===== src/rtl/bbc_pkg.sv =====
// Shared types and constants for the LRU buffer cache tag manager.
package bbc_pkg;

    localparam int DEF_SLOT_COUNT = 16;
    localparam int DEF_REF_MAX    = 255;

    localparam int DEV_W       = 8;
    localparam int SEC_W       = 32;
    localparam int REL_W       = 4;
    localparam int SLOT_OUT_W  = 4;
    localparam int IN_TDATA_W  = 48;
    localparam int OUT_TDATA_W = 8;

    localparam logic MODE_GET     = 1'b0;
    localparam logic MODE_RELEASE = 1'b1;

    typedef enum logic [2:0] {
        ST_IDLE,
        ST_HEAD,
        ST_WALK,
        ST_REL_READ,
        ST_REL_LINK,
        ST_REL_FRONT,
        ST_DONE
    } state_t;

    // Result item, laid out as it travels on the result channel.
    typedef struct packed {
        logic                  release_error;
        logic                  no_free_slot;
        logic                  needs_fill;
        logic                  hit;
        logic [SLOT_OUT_W-1:0] slot;
    } res_t;

endpackage


===== src/rtl/block_buffer_cache_refcount_lru_top.sv =====
// LRU buffer cache tag manager with per-slot reference counts.
// Input channel (s_): one request item per handshake. A get looks up a
// device/sector tag; on a hit the slot's count goes up, on a miss the first
// slot in list order with a zero count is retagged and granted. A release
// drops a slot's count and moves the slot to the front of the list when the
// count reaches zero. Result channel (m_): one result item per request.
// A get reads the list head, then visits one list entry at a time, at most
// SLOT_COUNT of them, stopping at a tag match or at the end of the list; each
// step is bound by the registered read of the tag/count memory and the links;
// a release reads the slot, and when the count reaches zero also unlinks it
// and links it in at the front of the list. One request is in flight at a
// time; the next is taken in the cycle after the result is loaded, even
// while it still sits in the output register.
// Reset: all tags zero and not valid, counts zero, list ordered from the
// highest slot down. Per-entry written bits stand in for the memory reset,
// so the block takes requests right after reset.
// A stalled receiver holds the result in the output register; a finished
// request then waits there and the input channel stays not ready.
module block_buffer_cache_refcount_lru_top #(
    parameter int SLOT_COUNT = bbc_pkg::DEF_SLOT_COUNT,
    parameter int REF_MAX    = bbc_pkg::DEF_REF_MAX
) (
    input  logic                             aclk,
    input  logic                             aresetn,
    input  logic                             s_tvalid,
    output logic                             s_tready,
    // mode[0], device_id[8:1], sector_number[40:9], release_slot[44:41]
    input  logic [bbc_pkg::IN_TDATA_W-1:0]   s_tdata,
    output logic                             m_tvalid,
    input  logic                             m_tready,
    // slot[3:0], hit[4], needs_fill[5], no_free_slot[6], release_error[7]
    output logic [bbc_pkg::OUT_TDATA_W-1:0]  m_tdata
);

    localparam int SW = $clog2(SLOT_COUNT);
    localparam int LW = $clog2(SLOT_COUNT + 1);
    localparam int CW = $clog2(REF_MAX + 1);
    localparam int EW = 1 + CW + bbc_pkg::SEC_W + bbc_pkg::DEV_W;
    localparam logic [LW-1:0] ANCHOR  = LW'(SLOT_COUNT);
    localparam logic [CW-1:0] CNT_MAX = CW'(REF_MAX);
    localparam logic [SW-1:0] LAST_STEP = SW'(SLOT_COUNT - 1);

    // Input fields
    logic                            s_mode;
    logic [bbc_pkg::DEV_W-1:0]       s_dev;
    logic [bbc_pkg::SEC_W-1:0]       s_sec;
    logic [bbc_pkg::REL_W-1:0]       s_rel;
    logic                            s_accept;
    logic                            rel_in_range;

    assign s_mode   = s_tdata[0];
    assign s_dev    = s_tdata[8:1];
    assign s_sec    = s_tdata[40:9];
    assign s_rel    = s_tdata[44:41];
    assign s_accept = s_tvalid && s_tready;
    assign rel_in_range = 32'(s_rel) < SLOT_COUNT;

    // Control and payload registers
    bbc_pkg::state_t state_reg, state_next;
    logic [bbc_pkg::DEV_W-1:0] req_dev_reg, req_dev_next;
    logic [bbc_pkg::SEC_W-1:0] req_sec_reg, req_sec_next;
    logic [bbc_pkg::REL_W-1:0] rel_reg, rel_next;
    logic [LW-1:0]             cur_reg, cur_next;
    logic [SW-1:0]             steps_reg, steps_next;
    logic                      have_free_reg, have_free_next;
    logic [SW-1:0]             free_reg, free_next;
    logic [LW-1:0]             lnk_n_reg, lnk_n_next;
    logic [LW-1:0]             lnk_p_reg, lnk_p_next;
    bbc_pkg::res_t             res_reg, res_next;
    bbc_pkg::res_t             m_res_reg, m_res_next;
    logic                      m_tvalid_reg, m_tvalid_next;
    logic                      m_load;
    logic                      out_free;

    // Memories: tag/count/valid per slot, and next/prev link banks
    logic [EW-1:0]   slot_mem [SLOT_COUNT];
    logic [LW-1:0]   next_mem [SLOT_COUNT+1];
    logic [LW-1:0]   prev_mem [SLOT_COUNT+1];
    logic [SLOT_COUNT-1:0] slot_init_reg;
    logic [SLOT_COUNT:0]   next_init_reg;
    logic [SLOT_COUNT:0]   prev_init_reg;

    logic [LW-1:0] rd_addr;
    logic [SW-1:0] slot_rd_idx;
    logic [LW-1:0] rd_addr_q_reg;
    logic [EW-1:0] slot_rd_reg;
    logic [LW-1:0] next_rd_reg;
    logic [LW-1:0] prev_rd_reg;
    logic          slot_rd_init_reg;
    logic          next_rd_init_reg;
    logic          prev_rd_init_reg;

    logic          slot_we;
    logic [SW-1:0] slot_wa;
    logic [EW-1:0] slot_wd;
    logic          next_we;
    logic [LW-1:0] next_wa;
    logic [LW-1:0] next_wd;
    logic          prev_we;
    logic [LW-1:0] prev_wa;
    logic [LW-1:0] prev_wd;

    // Effective read data: an entry never written reads as its reset value
    logic [EW-1:0]             slot_rd;
    logic [bbc_pkg::DEV_W-1:0] rd_dev;
    logic [bbc_pkg::SEC_W-1:0] rd_sec;
    logic [CW-1:0]             rd_cnt;
    logic                      rd_valid;
    logic [LW-1:0]             next_rd;
    logic [LW-1:0]             prev_rd;

    assign slot_rd  = slot_rd_init_reg ? slot_rd_reg : '0;
    assign rd_dev   = slot_rd[bbc_pkg::DEV_W-1:0];
    assign rd_sec   = slot_rd[bbc_pkg::DEV_W +: bbc_pkg::SEC_W];
    assign rd_cnt   = slot_rd[bbc_pkg::DEV_W + bbc_pkg::SEC_W +: CW];
    assign rd_valid = slot_rd[EW-1];
    assign next_rd  = next_rd_init_reg ? next_rd_reg :
                      ((rd_addr_q_reg == '0) ? ANCHOR : LW'(rd_addr_q_reg - 1'b1));
    assign prev_rd  = prev_rd_init_reg ? prev_rd_reg :
                      ((rd_addr_q_reg == ANCHOR) ? '0 : LW'(rd_addr_q_reg + 1'b1));

    assign slot_rd_idx = (rd_addr < ANCHOR) ? rd_addr[SW-1:0] : '0;

    // Walk decisions
    logic          tag_match;
    logic          walk_end;
    logic          claim_ok;
    logic [SW-1:0] claim_slot;
    logic [CW-1:0] cnt_inc;
    logic [LW-1:0] rel_idx;
    logic [LW-1:0] front_first;

    assign tag_match  = (rd_dev == req_dev_reg) && (rd_sec == req_sec_reg);
    assign walk_end   = (steps_reg == LAST_STEP) || (next_rd >= ANCHOR);
    assign claim_ok   = have_free_reg || (rd_cnt == '0);
    assign claim_slot = have_free_reg ? free_reg : cur_reg[SW-1:0];
    assign cnt_inc    = (rd_cnt == CNT_MAX) ? rd_cnt : CW'(rd_cnt + 1'b1);
    assign rel_idx    = LW'(rel_reg);
    // Unlink may have just rewritten the anchor's next link: forward it
    assign front_first = (lnk_p_reg == ANCHOR) ? lnk_n_reg : next_rd;

    assign out_free = !m_tvalid_reg || m_tready;

    // Next state
    always_comb begin
        state_next = state_reg;
        case (state_reg)
            bbc_pkg::ST_IDLE: begin
                if (s_accept) begin
                    if (s_mode == bbc_pkg::MODE_GET) begin
                        state_next = bbc_pkg::ST_HEAD;
                    end else if (rel_in_range) begin
                        state_next = bbc_pkg::ST_REL_READ;
                    end else begin
                        state_next = bbc_pkg::ST_DONE;
                    end
                end
            end
            bbc_pkg::ST_HEAD: begin
                state_next = (next_rd < ANCHOR) ? bbc_pkg::ST_WALK : bbc_pkg::ST_DONE;
            end
            bbc_pkg::ST_WALK: begin
                if (tag_match || walk_end) begin
                    state_next = bbc_pkg::ST_DONE;
                end
            end
            bbc_pkg::ST_REL_READ: begin
                state_next = (rd_cnt == CW'(1)) ? bbc_pkg::ST_REL_LINK : bbc_pkg::ST_DONE;
            end
            bbc_pkg::ST_REL_LINK:  state_next = bbc_pkg::ST_REL_FRONT;
            bbc_pkg::ST_REL_FRONT: state_next = bbc_pkg::ST_DONE;
            bbc_pkg::ST_DONE: begin
                if (out_free) begin
                    state_next = bbc_pkg::ST_IDLE;
                end
            end
            default: state_next = bbc_pkg::ST_IDLE;
        endcase
    end

    // Outputs, memory controls and datapath
    always_comb begin
        s_tready       = 1'b0;
        m_load         = 1'b0;
        rd_addr        = cur_reg;
        slot_we        = 1'b0;
        slot_wa        = SW'(rel_reg);
        slot_wd        = slot_rd;
        next_we        = 1'b0;
        next_wa        = rel_idx;
        next_wd        = '0;
        prev_we        = 1'b0;
        prev_wa        = rel_idx;
        prev_wd        = '0;
        req_dev_next   = req_dev_reg;
        req_sec_next   = req_sec_reg;
        rel_next       = rel_reg;
        cur_next       = cur_reg;
        steps_next     = steps_reg;
        have_free_next = have_free_reg;
        free_next      = free_reg;
        lnk_n_next     = lnk_n_reg;
        lnk_p_next     = lnk_p_reg;
        res_next       = res_reg;
        case (state_reg)
            bbc_pkg::ST_IDLE: begin
                s_tready = 1'b1;
                rd_addr  = (s_mode == bbc_pkg::MODE_GET) ? ANCHOR : LW'(s_rel);
                if (s_accept) begin
                    req_dev_next   = s_dev;
                    req_sec_next   = s_sec;
                    rel_next       = s_rel;
                    steps_next     = '0;
                    have_free_next = 1'b0;
                    res_next       = '0;
                    if (s_mode == bbc_pkg::MODE_RELEASE) begin
                        res_next.slot          = s_rel;
                        res_next.release_error = !rel_in_range;
                    end
                end
            end
            bbc_pkg::ST_HEAD: begin
                rd_addr  = next_rd;
                cur_next = next_rd;
                if (next_rd >= ANCHOR) begin
                    res_next.no_free_slot = 1'b1;
                end
            end
            bbc_pkg::ST_WALK: begin
                rd_addr    = next_rd;
                cur_next   = next_rd;
                steps_next = SW'(steps_reg + 1'b1);
                if (!have_free_reg && rd_cnt == '0) begin
                    have_free_next = 1'b1;
                    free_next      = cur_reg[SW-1:0];
                end
                if (tag_match) begin
                    slot_we             = 1'b1;
                    slot_wa             = cur_reg[SW-1:0];
                    slot_wd             = {1'b1, cnt_inc, rd_sec, rd_dev};
                    res_next.slot       = bbc_pkg::SLOT_OUT_W'(cur_reg);
                    res_next.hit        = 1'b1;
                    res_next.needs_fill = !rd_valid;
                end else if (walk_end) begin
                    if (claim_ok) begin
                        slot_we             = 1'b1;
                        slot_wa             = claim_slot;
                        slot_wd             = {1'b1, CW'(1), req_sec_reg, req_dev_reg};
                        res_next.slot       = bbc_pkg::SLOT_OUT_W'(claim_slot);
                        res_next.needs_fill = 1'b1;
                    end else begin
                        res_next.no_free_slot = 1'b1;
                    end
                end
            end
            bbc_pkg::ST_REL_READ: begin
                rd_addr    = ANCHOR;
                lnk_n_next = next_rd;
                lnk_p_next = prev_rd;
                if (rd_cnt == '0) begin
                    res_next.release_error = 1'b1;
                end else begin
                    slot_we = 1'b1;
                    slot_wa = SW'(rel_reg);
                    slot_wd = {rd_valid, CW'(rd_cnt - 1'b1), rd_sec, rd_dev};
                    if (rd_cnt == CW'(1)) begin
                        // unlink: next[prev] = next, prev[next] = prev
                        next_we = 1'b1;
                        next_wa = prev_rd;
                        next_wd = next_rd;
                        prev_we = 1'b1;
                        prev_wa = next_rd;
                        prev_wd = prev_rd;
                    end
                end
            end
            bbc_pkg::ST_REL_LINK: begin
                next_we = 1'b1;
                next_wa = rel_idx;
                next_wd = front_first;
                prev_we = 1'b1;
                prev_wa = front_first;
                prev_wd = rel_idx;
            end
            bbc_pkg::ST_REL_FRONT: begin
                next_we = 1'b1;
                next_wa = ANCHOR;
                next_wd = rel_idx;
                prev_we = 1'b1;
                prev_wa = rel_idx;
                prev_wd = ANCHOR;
            end
            bbc_pkg::ST_DONE: begin
                m_load = out_free;
            end
            default: begin
                s_tready = 1'b0;
            end
        endcase
    end

    assign m_res_next    = m_load ? res_reg : m_res_reg;
    assign m_tvalid_next = m_load ? 1'b1 : (m_tready ? 1'b0 : m_tvalid_reg);
    assign m_tvalid      = m_tvalid_reg;
    assign m_tdata       = m_res_reg;

    // Memory arrays with registered reads
    always_ff @(posedge aclk) begin
        if (slot_we) begin
            slot_mem[slot_wa] <= slot_wd;
        end
        if (next_we) begin
            next_mem[next_wa] <= next_wd;
        end
        if (prev_we) begin
            prev_mem[prev_wa] <= prev_wd;
        end
        slot_rd_reg   <= slot_mem[slot_rd_idx];
        next_rd_reg   <= next_mem[rd_addr];
        prev_rd_reg   <= prev_mem[rd_addr];
        rd_addr_q_reg <= rd_addr;
    end

    // Payload registers
    always_ff @(posedge aclk) begin
        req_dev_reg   <= req_dev_next;
        req_sec_reg   <= req_sec_next;
        rel_reg       <= rel_next;
        cur_reg       <= cur_next;
        steps_reg     <= steps_next;
        have_free_reg <= have_free_next;
        free_reg      <= free_next;
        lnk_n_reg     <= lnk_n_next;
        lnk_p_reg     <= lnk_p_next;
        res_reg       <= res_next;
        m_res_reg     <= m_res_next;
    end

    // Control registers and written bits
    always_ff @(posedge aclk) begin
        if (!aresetn) begin
            state_reg        <= bbc_pkg::ST_IDLE;
            m_tvalid_reg     <= 1'b0;
            slot_init_reg    <= '0;
            next_init_reg    <= '0;
            prev_init_reg    <= '0;
            slot_rd_init_reg <= 1'b0;
            next_rd_init_reg <= 1'b0;
            prev_rd_init_reg <= 1'b0;
        end else begin
            state_reg    <= state_next;
            m_tvalid_reg <= m_tvalid_next;
            if (slot_we) begin
                slot_init_reg[slot_wa] <= 1'b1;
            end
            if (next_we) begin
                next_init_reg[next_wa] <= 1'b1;
            end
            if (prev_we) begin
                prev_init_reg[prev_wa] <= 1'b1;
            end
            slot_rd_init_reg <= slot_init_reg[slot_rd_idx];
            next_rd_init_reg <= next_init_reg[rd_addr];
            prev_rd_init_reg <= prev_init_reg[rd_addr];
        end
    end

`ifndef SYNTHESIS
    a_hit_excl: assert property (@(posedge aclk) disable iff (!aresetn)
        m_tvalid_reg && m_res_reg.hit |-> !m_res_reg.no_free_slot && !m_res_reg.release_error)
        else $error("hit result carries an error flag");

    a_nofree_zero: assert property (@(posedge aclk) disable iff (!aresetn)
        m_tvalid_reg && m_res_reg.no_free_slot |-> m_res_reg.slot == '0 && !m_res_reg.needs_fill)
        else $error("no-free result carries a slot");

    a_walk_cur: assert property (@(posedge aclk) disable iff (!aresetn)
        state_reg == bbc_pkg::ST_WALK |-> cur_reg < ANCHOR)
        else $error("walk left the slot range");

    a_busy_after_accept: assert property (@(posedge aclk) disable iff (!aresetn)
        s_accept |=> state_reg != bbc_pkg::ST_IDLE)
        else $error("accepted item did not start work");

    a_front_after_link: assert property (@(posedge aclk) disable iff (!aresetn)
        state_reg == bbc_pkg::ST_REL_FRONT |-> $past(state_reg) == bbc_pkg::ST_REL_LINK)
        else $error("push to front without unlink");
`endif

endmodule

===== config.mk =====
export PLATFORM = sky130hd
export DESIGN_NAME = block_buffer_cache_refcount_lru_top
export DESIGN_NICKNAME = d
export VERILOG_FILES = /design/src/rtl/bbc_pkg.sv /design/src/rtl/block_buffer_cache_refcount_lru_top.sv
export SDC_FILE = /design/constraint.sdc
export NUM_CORES = 2
export LEC_CHECK = 0
export BUFFER_PORTS_ARGS = -buffer_cell sky130_fd_sc_hd__buf_2
export CORE_MARGIN = 1
export CORE_UTILIZATION = 30
export CTS_CLUSTER_DIAMETER = 100
export CTS_CLUSTER_SIZE = 25
export DETAILED_ROUTE_END_ITERATION = 16
export SETUP_SLACK_MARGIN = 0.1
export SLEW_MARGIN = 5
export SYNTH_ARGS = -nofsm -noshare
export SYNTH_HDL_FRONTEND = slang
export SYNTH_SLANG_ARGS = --single-unit

===== constraint.sdc =====
create_clock -name aclk -period 15 [get_ports aclk]
set_clock_uncertainty 0.05 [all_clocks]
set_input_delay 3 -clock aclk [delete_from_list [all_inputs] [get_ports aclk]]
set_output_delay 3 -clock aclk [all_outputs]
set_load 0.05 [all_outputs]

---- Yosys cells after proc, flatten, opt, wreduce, memory -nomap -nowiden ----
Memories as Yosys holds them, arrays and structs flattened. A register that Yosys moved wholly into a read port is not among the register bits.
Index checks and enable logic that the tools add are counted.
operators by class
  eq/ne operators ......................... 25
  bitwise logic cells ..................... 3
  reductions and logical operators ........ 31
  multiply operators ...................... 0
  muxes and demuxes ....................... 88
  div/mod/pow operators ................... 0
  $add $sub $neg .......................... 5
  shifts and indexed selects .............. 0
  $lt $le $gt $ge ......................... 11
operator list
  cell                                                                count
  two-way mux 49 bit                                                  4
  case mux 49 bit (2 select lines)                                    1
  two-way mux 5 bit                                                   14
  two-way mux 48 bit                                                  1
  case mux 5 bit (3 select lines)                                     3
  two-way mux 4 bit                                                   11
  OR 17 bit                                                           2
  == test 32 bit                                                      1
  two-way mux 1 bit                                                   29
  case mux 3 bit (7 select lines)                                     1
  inequality test 2 bit (second input constant)                       10
  case mux 5 bit (2 select lines)                                     2
  < comparator 5 x 6 -> 1 bit (second input constant)                 3
  two-way mux 8 bit                                                   2
  OR 16 bit                                                           1
  two-way mux 3 bit                                                   4
  case mux 6 bit (2 select lines)                                     1
  AND reduction 3 bit                                                 4
  binary-select mux 1 bit (select 5 bit)                              2
  demux 1 bit (select 5 bit)                                          2
  == test 5 bit (second input constant)                               2
  greater-or-equal comparator 5 x 1 -> 1 bit (second input constant)  2
  < comparator 4 x 5 -> 1 bit (second input constant)                 2
  < comparator 5 bit (second input constant)                          2
  other kinds (33)                                                    57
storage, ports and cells
  output and inout bits ................... 10
  input port bits ......................... 52
  memory bits (writable) .................. 954
  register bits ........................... 146
  memories ................................ 3
  ROM bits ................................ 0
  logic and storage cells ................. 194
  bits in latches ......................... 0
memory list
  name      words  width  rd ports  clocked after memory_dff  wr ports  RTL line                                   text
  slot_mem  16     49     1         1                         1         block_buffer_cache_refcount_lru_top.sv:76  logic [EW-1:0] slot_mem [SLOT_COUNT];
  next_mem  17     5      1         1                         1         block_buffer_cache_refcount_lru_top.sv:77  logic [LW-1:0] next_mem [SLOT_COUNT+1];
  prev_mem  17     5      1         1                         1         block_buffer_cache_refcount_lru_top.sv:78  logic [LW-1:0] prev_mem [SLOT_COUNT+1];

---- Depth between registers and ports, before layout ----
  depth after elaboration ................. 13
  depth in mapped cells ................... 15
  gate-level depth less buffers ........... 12

---- Worst setup path before layout ----
Ideal clock, no wire load.
  path type ............................... register to register
  start point ............................. register slot_rd_init_reg
  end point ............................... memory slot_mem[0][0] (netlist bit), enable pin
  path buffers ............................ 4
  data required time ...................... 14434 ps
  clock period less this slack ............ 6429 ps
  slack ................................... 8571 ps
  library setup time ...................... 516 ps
  data arrival time ....................... 5863 ps
  cell stages (with the launch flop) ...... 15
  cells stage by stage .................... dfxtp_1 > buf_4 > buf_2 > buf_2 > nand2_1 > ha_1 > nand3_1 > nand2b_1 > nand2_1 > o31ai_1 > a21oi_1 > a311oi_1 > o21a_1 > buf_2 > nor3_1
between the ends
  word-level cells in the longest chain between the ends .. 9
  elaborated cells between the ends (all ways) .. 17
  classes of those cells .................. eq/ne (2); mux (12); reduce/logical (3)
ends and longest elaborated chain
  what                                     RTL line                                                                                text
  start: declaration                       block_buffer_cache_refcount_lru_top.sv:89                                               logic slot_rd_init_reg;
  start signal: assignment                 block_buffer_cache_refcount_lru_top.sv:362                                              slot_rd_init_reg <= slot_init_reg[slot_rd_idx];
  two-way mux 49 bit (*)                   block_buffer_cache_refcount_lru_top.sv:112                                              assign slot_rd = slot_rd_init_reg ? slot_rd_reg : '0;
  zero test 8 bit                          block_buffer_cache_refcount_lru_top.sv:135, block_buffer_cache_refcount_lru_top.sv:260
  logical OR 1 bit                         block_buffer_cache_refcount_lru_top.sv:135                                              assign claim_ok = have_free_reg || (rd_cnt == '0);
  two-way mux 1 bit                        block_buffer_cache_refcount_lru_top.sv:245                                              if (claim_ok) begin
  two-way mux 1 bit                        block_buffer_cache_refcount_lru_top.sv:244                                              end else if (walk_end) begin
  two-way mux 1 bit                        block_buffer_cache_refcount_lru_top.sv:237                                              if (tag_match) begin
  case mux 1 bit (2 select lines)          block_buffer_cache_refcount_lru_top.sv:205                                              case (state_reg)
  two-way mux 1 bit                        block_buffer_cache_refcount_lru_top.sv:309                                              if (slot_we) begin
  two-way mux 1 bit (implied by the code)  block_buffer_cache_refcount_lru_top.sv:310                                              slot_mem[slot_wa] <= slot_wd;
  end: declaration                         block_buffer_cache_refcount_lru_top.sv:76
Mark *: on every way between the ends. The rest lies on a longest branch, timed or not.

---- Worst setup path after layout ----
  start point ............................. input s_tdata[0] (netlist bit)
  end point ............................... register slot_rd_reg[36] (read register of slot_mem)
between the ends
  word-level cells in the longest chain between the ends .. 4
ends and longest elaborated chain
  what                                 RTL line                                    text
  start: declaration                   block_buffer_cache_refcount_lru_top.sv:28   input logic [bbc_pkg::IN_TDATA_W-1:0] s_tdata,
  two-way mux 5 bit (*)                block_buffer_cache_refcount_lru_top.sv:208  rd_addr = (s_mode == bbc_pkg::MODE_GET) ? ANCHOR : LW'(s_rel);
  case mux 5 bit (3 select lines) (*)  block_buffer_cache_refcount_lru_top.sv:205
  < comparator 5 bit                   block_buffer_cache_refcount_lru_top.sv:122  assign slot_rd_idx = (rd_addr < ANCHOR) ? rd_addr[SW-1:0] : '0;
  two-way mux 4 bit (*)                block_buffer_cache_refcount_lru_top.sv:122
  end: declaration                     block_buffer_cache_refcount_lru_top.sv:86   logic [EW-1:0] slot_rd_reg;
Marked as above.
A chain may end at the register's enable or synchronous reset.

==> results.py <==
metrics = {
    "clocking": {
        "cts-root-buf": "clkbuf_16",
        "h-tree-depth": 2,
        "cts_num_sinks": 1159,
        "clk_pin_slew_ns": 0.10,
        "cts_resized": 0,
        "clock_latency_ns": 0.69,
        "numCtsBuffers": 52,
        "cts_tree": "built",
        "postCtsSetupRepairBufs": 0,
        "hold_buffers": 0,
        "clock_path_buffers": 3,
    },
    "setup_path": {
        "critPathArrivalTime_ns": 8.22,
        "path_common_cell": "buf_4",
        "start_kind": "input pin",
        "slowest_delay_ns": 0.87,
        "r2r_cells": 12,
        "worstPathMaxFanout": 76,
        "crit_type": "input pin to register",
        "cpLargestDelayFamily": "buffers and inverters",
        "worstReg2RegEnd": "slot_rd_reg[36]",
        "r2r_setup_slack_ns": 8.53,
        "r2r_start": "state_reg[0]",
        "critPathSlowestCell": "buf_4",
        "cp_cell_sequence": "buf_2, nand2_1, nor3_1, a221oi_4, buf_4, inv_6, buf_4, o21ai_4, buf_4, buf_4, a221oi_1, a211o_1, o31ai_1",
        "crit_path_end_kind": "register",
        "path_buf_inv": 6,
        "critPathRequiredTime_ns": 15.54,
    },
    "min_path": {
        "hold_depth": 0,
        "whs_endpoint": "m_tdata[2]",
        "min-delay-start": "res_reg[2]",
        "hp-class": "register to register",
    },
    "cells_and_area": {
        "n_antenna_cell": 0,
        "fill_cells": 14600,
        "largest_register": "slot_mem",
        "top_regs": "slot_mem (784), next_mem (85), prev_mem (85)",
        "largest_reg_flops": 784,
        "final_common_cell": "edfxtp_1",
        "finalNetCount": 3271,
        "final_cell_mix": "1038 x edfxtp_1, 505 x nand2_1, 196 x a221oi_1, 185 x o21ai_0, 158 x mux2i_1",
        "syn_to_final_growth_pct": 9.09,
        "layout-drive-gt1-share_pct": 7.66,
    },
    "logic_synthesis": {
        "ys_types": 78,
        "synthCells": 3241,
        "synth_edf_count": 1038,
        "yosysWarnings": 0,
        "async_flop_share_pct": 0,
        "seq_area_frac_synth_pct": 72.8,
        "ys.flop_type": "edfxtp_1",
        "ys_ff_latch": 1159,
        "syn_nets": 3300,
        "synth_area_um2": 46100,
        "syn_area_per_cell_um2": 14.2,
    },
    "timing": {
        "tightest_slew_ns": 1.25,
        "layout_min_cycle_time_ns": 7.68,
        "finalHoldViolCount": 0,
        "maxSlewHeadroom_pct": 16.3,
        "fin_setup_tns_ns": 0,
        "slew_viol_final": 0,
        "min_period_over_period_pct": 51.2,
        "rsz0062_at_grt": "no",
        "max_freq_ghz": 0.130,
        "setup-violations-final": 0,
    },
    "power_and_ir_drop": {
        "power_w": 0.0107,
        "ir_worst_vdd_v": 0.000266,
        "power_leakage_nw": 16.4,
        "pwr_density_cell_nw_per_um2": 213,
    },
    "global_route": {
        "grt_max_degree": 152,
        "track_usage_pct": 15.1,
        "grt_pass1_wl_mm": 178,
        "antenna_found_initial": 5,
        "grt-ovfl-total": 0,
        "first_global_vias": 26400,
    },
    "drt": {
        "drc": 0,
        "wire_per_inst_um": 23.0,
        "viasPerCell": 5.32,
        "routed_wl_mm": 121,
        "postRouteAntennaNets": 0,
        "drt_iter0_drc": 3344,
        "dr.pass1.iters": 6,
        "vias": 28100,
    },
    "die": {
        "io_pins": 62,
        "die_h_um": 394,
        "rows": 143,
        "initial_core_util_pct": 30.3,
        "die_area_um2": 155000,
        "die_w_um": 394,
        "core_area_um2": 152000,
    },
    "outcome": {
        "status": "completed",
    },
    "run": {
        "cap_viol_max_count": 0,
    },
    "placed_design": {
        "gp_congestion": 0.785,
        "dp_hpwl_mm": 61.4,
        "port_buffers": 58,
    },
}
[cell usage after synthesis (all sizes together), types with 5 or more instances]
master     n  area (um2)
a22o       8        70.1
o21a      65         488
nor4       8        95.1
a31oi     15        93.8
dfxtp    121        2420
a22oi      5        37.5
a31o       6        52.6
a221oi   197        1730
buf      103         526
o211ai     6        45.0
inv       21        78.8
xor2      19         166
nor3      48         285
a21oi     75         375
and3      50         313
mux2i    159        1600
a311oi    50         438
o22ai     29         181
nor2      74         290
clkbuf   115         432
nand4b    16         140
edfxtp  1038       31200
a21o       7        52.6
o31ai     52         395
xnor2     10        87.6
nand2    506        1900
a211o     51         447
o41ai      5        58.8
nand3     65         330
o21ai    241        1210
ha         7        87.6
and2      10        62.6
[routing by layer]
| metal | GRT usage, % | vias up | wire length (um) |
|---|---|---|---|
| met5 | 0 | - | 0 |
| met4 | 2.47 | 0 | 1470 |
| met3 | 1.99 | 102 | 9650 |
| met2 | 23.0 | 1081 | 54100 |
| met1 | 23.0 | 14400 | 56300 |
| li1 | - | 12500 | - |
[kinds of logic after synthesis]
| family | after synthesis | synth area share, % |
|---|---|---|
| flops | 1159 | 72.8 |
| compound gates | 836 | 12.8 |
| simple gates | 809 | 7.94 |
| buf+inv | 240 | 2.25 |
| mux | 161 | 3.51 |
| xor+xnor | 29 | 0.550 |
| fa+ha+maj | 7 | 0.190 |
[where the power goes]
part           leakage [nW]  internal (W)  switching (W)
registers              10.6       0.00415       0.000249
clock network         0.715      0.000670       0.000993
logic                  5.12       0.00141        0.00325
total                  16.4       0.00624        0.00450
[area by class of cell]
type | instances | area, um2 | share of cell area, %
Clock buffer | 91 | 1450 | 2.88
Sequential cell | 1159 | 33600 | 66.7
Clock inverter | 3 | 66.3 | 0.132
Inverter | 22 | 92.6 | 0.184
Tap cell | 2030 | 2540 | 5.05
Timing Repair Buffer | 135 | 906 | 1.80
Multi-Input combinational cell | 1842 | 11700 | 23.2
[worst max-delay path by stage]
stage                                start              end  slack [ns]  cells after the start
after floorplan           slot_rd_init_reg   slot_mem[0][0]        8.57                     14
after global placement          s_tdata[0]  slot_rd_reg[46]        6.73                     13
after detailed placement        s_tdata[0]  slot_rd_reg[26]        6.68                     13
after CTS                       s_tdata[0]  slot_rd_reg[31]        7.40                     13
after global routing            s_tdata[0]  slot_rd_reg[47]        7.07                     13
final                           s_tdata[0]  slot_rd_reg[36]        7.32                     13
[per-stage QoR]
stage | instances | hold slack, ns | utilization, % | cell area, um2 | setup slack, ns
after floorplan | 3241 | 0.350 | - | 46100 | 8.57
after global placement | 5188 | 0.356 | 32.1 | 48800 | 6.73
after detailed placement | 5188 | 0.359 | 32.1 | 48800 | 6.68
after CTS | 5282 | 0.381 | 33.1 | 50300 | 7.40
after global routing | 5282 | 0.384 | 33.1 | 50300 | 7.07
final | 5282 | 0.379 | 33.1 | 50300 | 7.32
[worst reg2reg max path, stage by stage, from the launching register on]
cell	delay, ns
dfxtp_1	0.91
xnor2_1	0.24
nor2_1	0.23
a221oi_4	0.30
buf_4	0.85
inv_6	0.60
buf_4	0.56
o21ai_4	0.24
buf_4	0.80
buf_4	0.93
a221oi_1	0.28
a211o_1	0.34
o31ai_1	0.08
No activity file was read; power rests on OpenSTA's default activity.
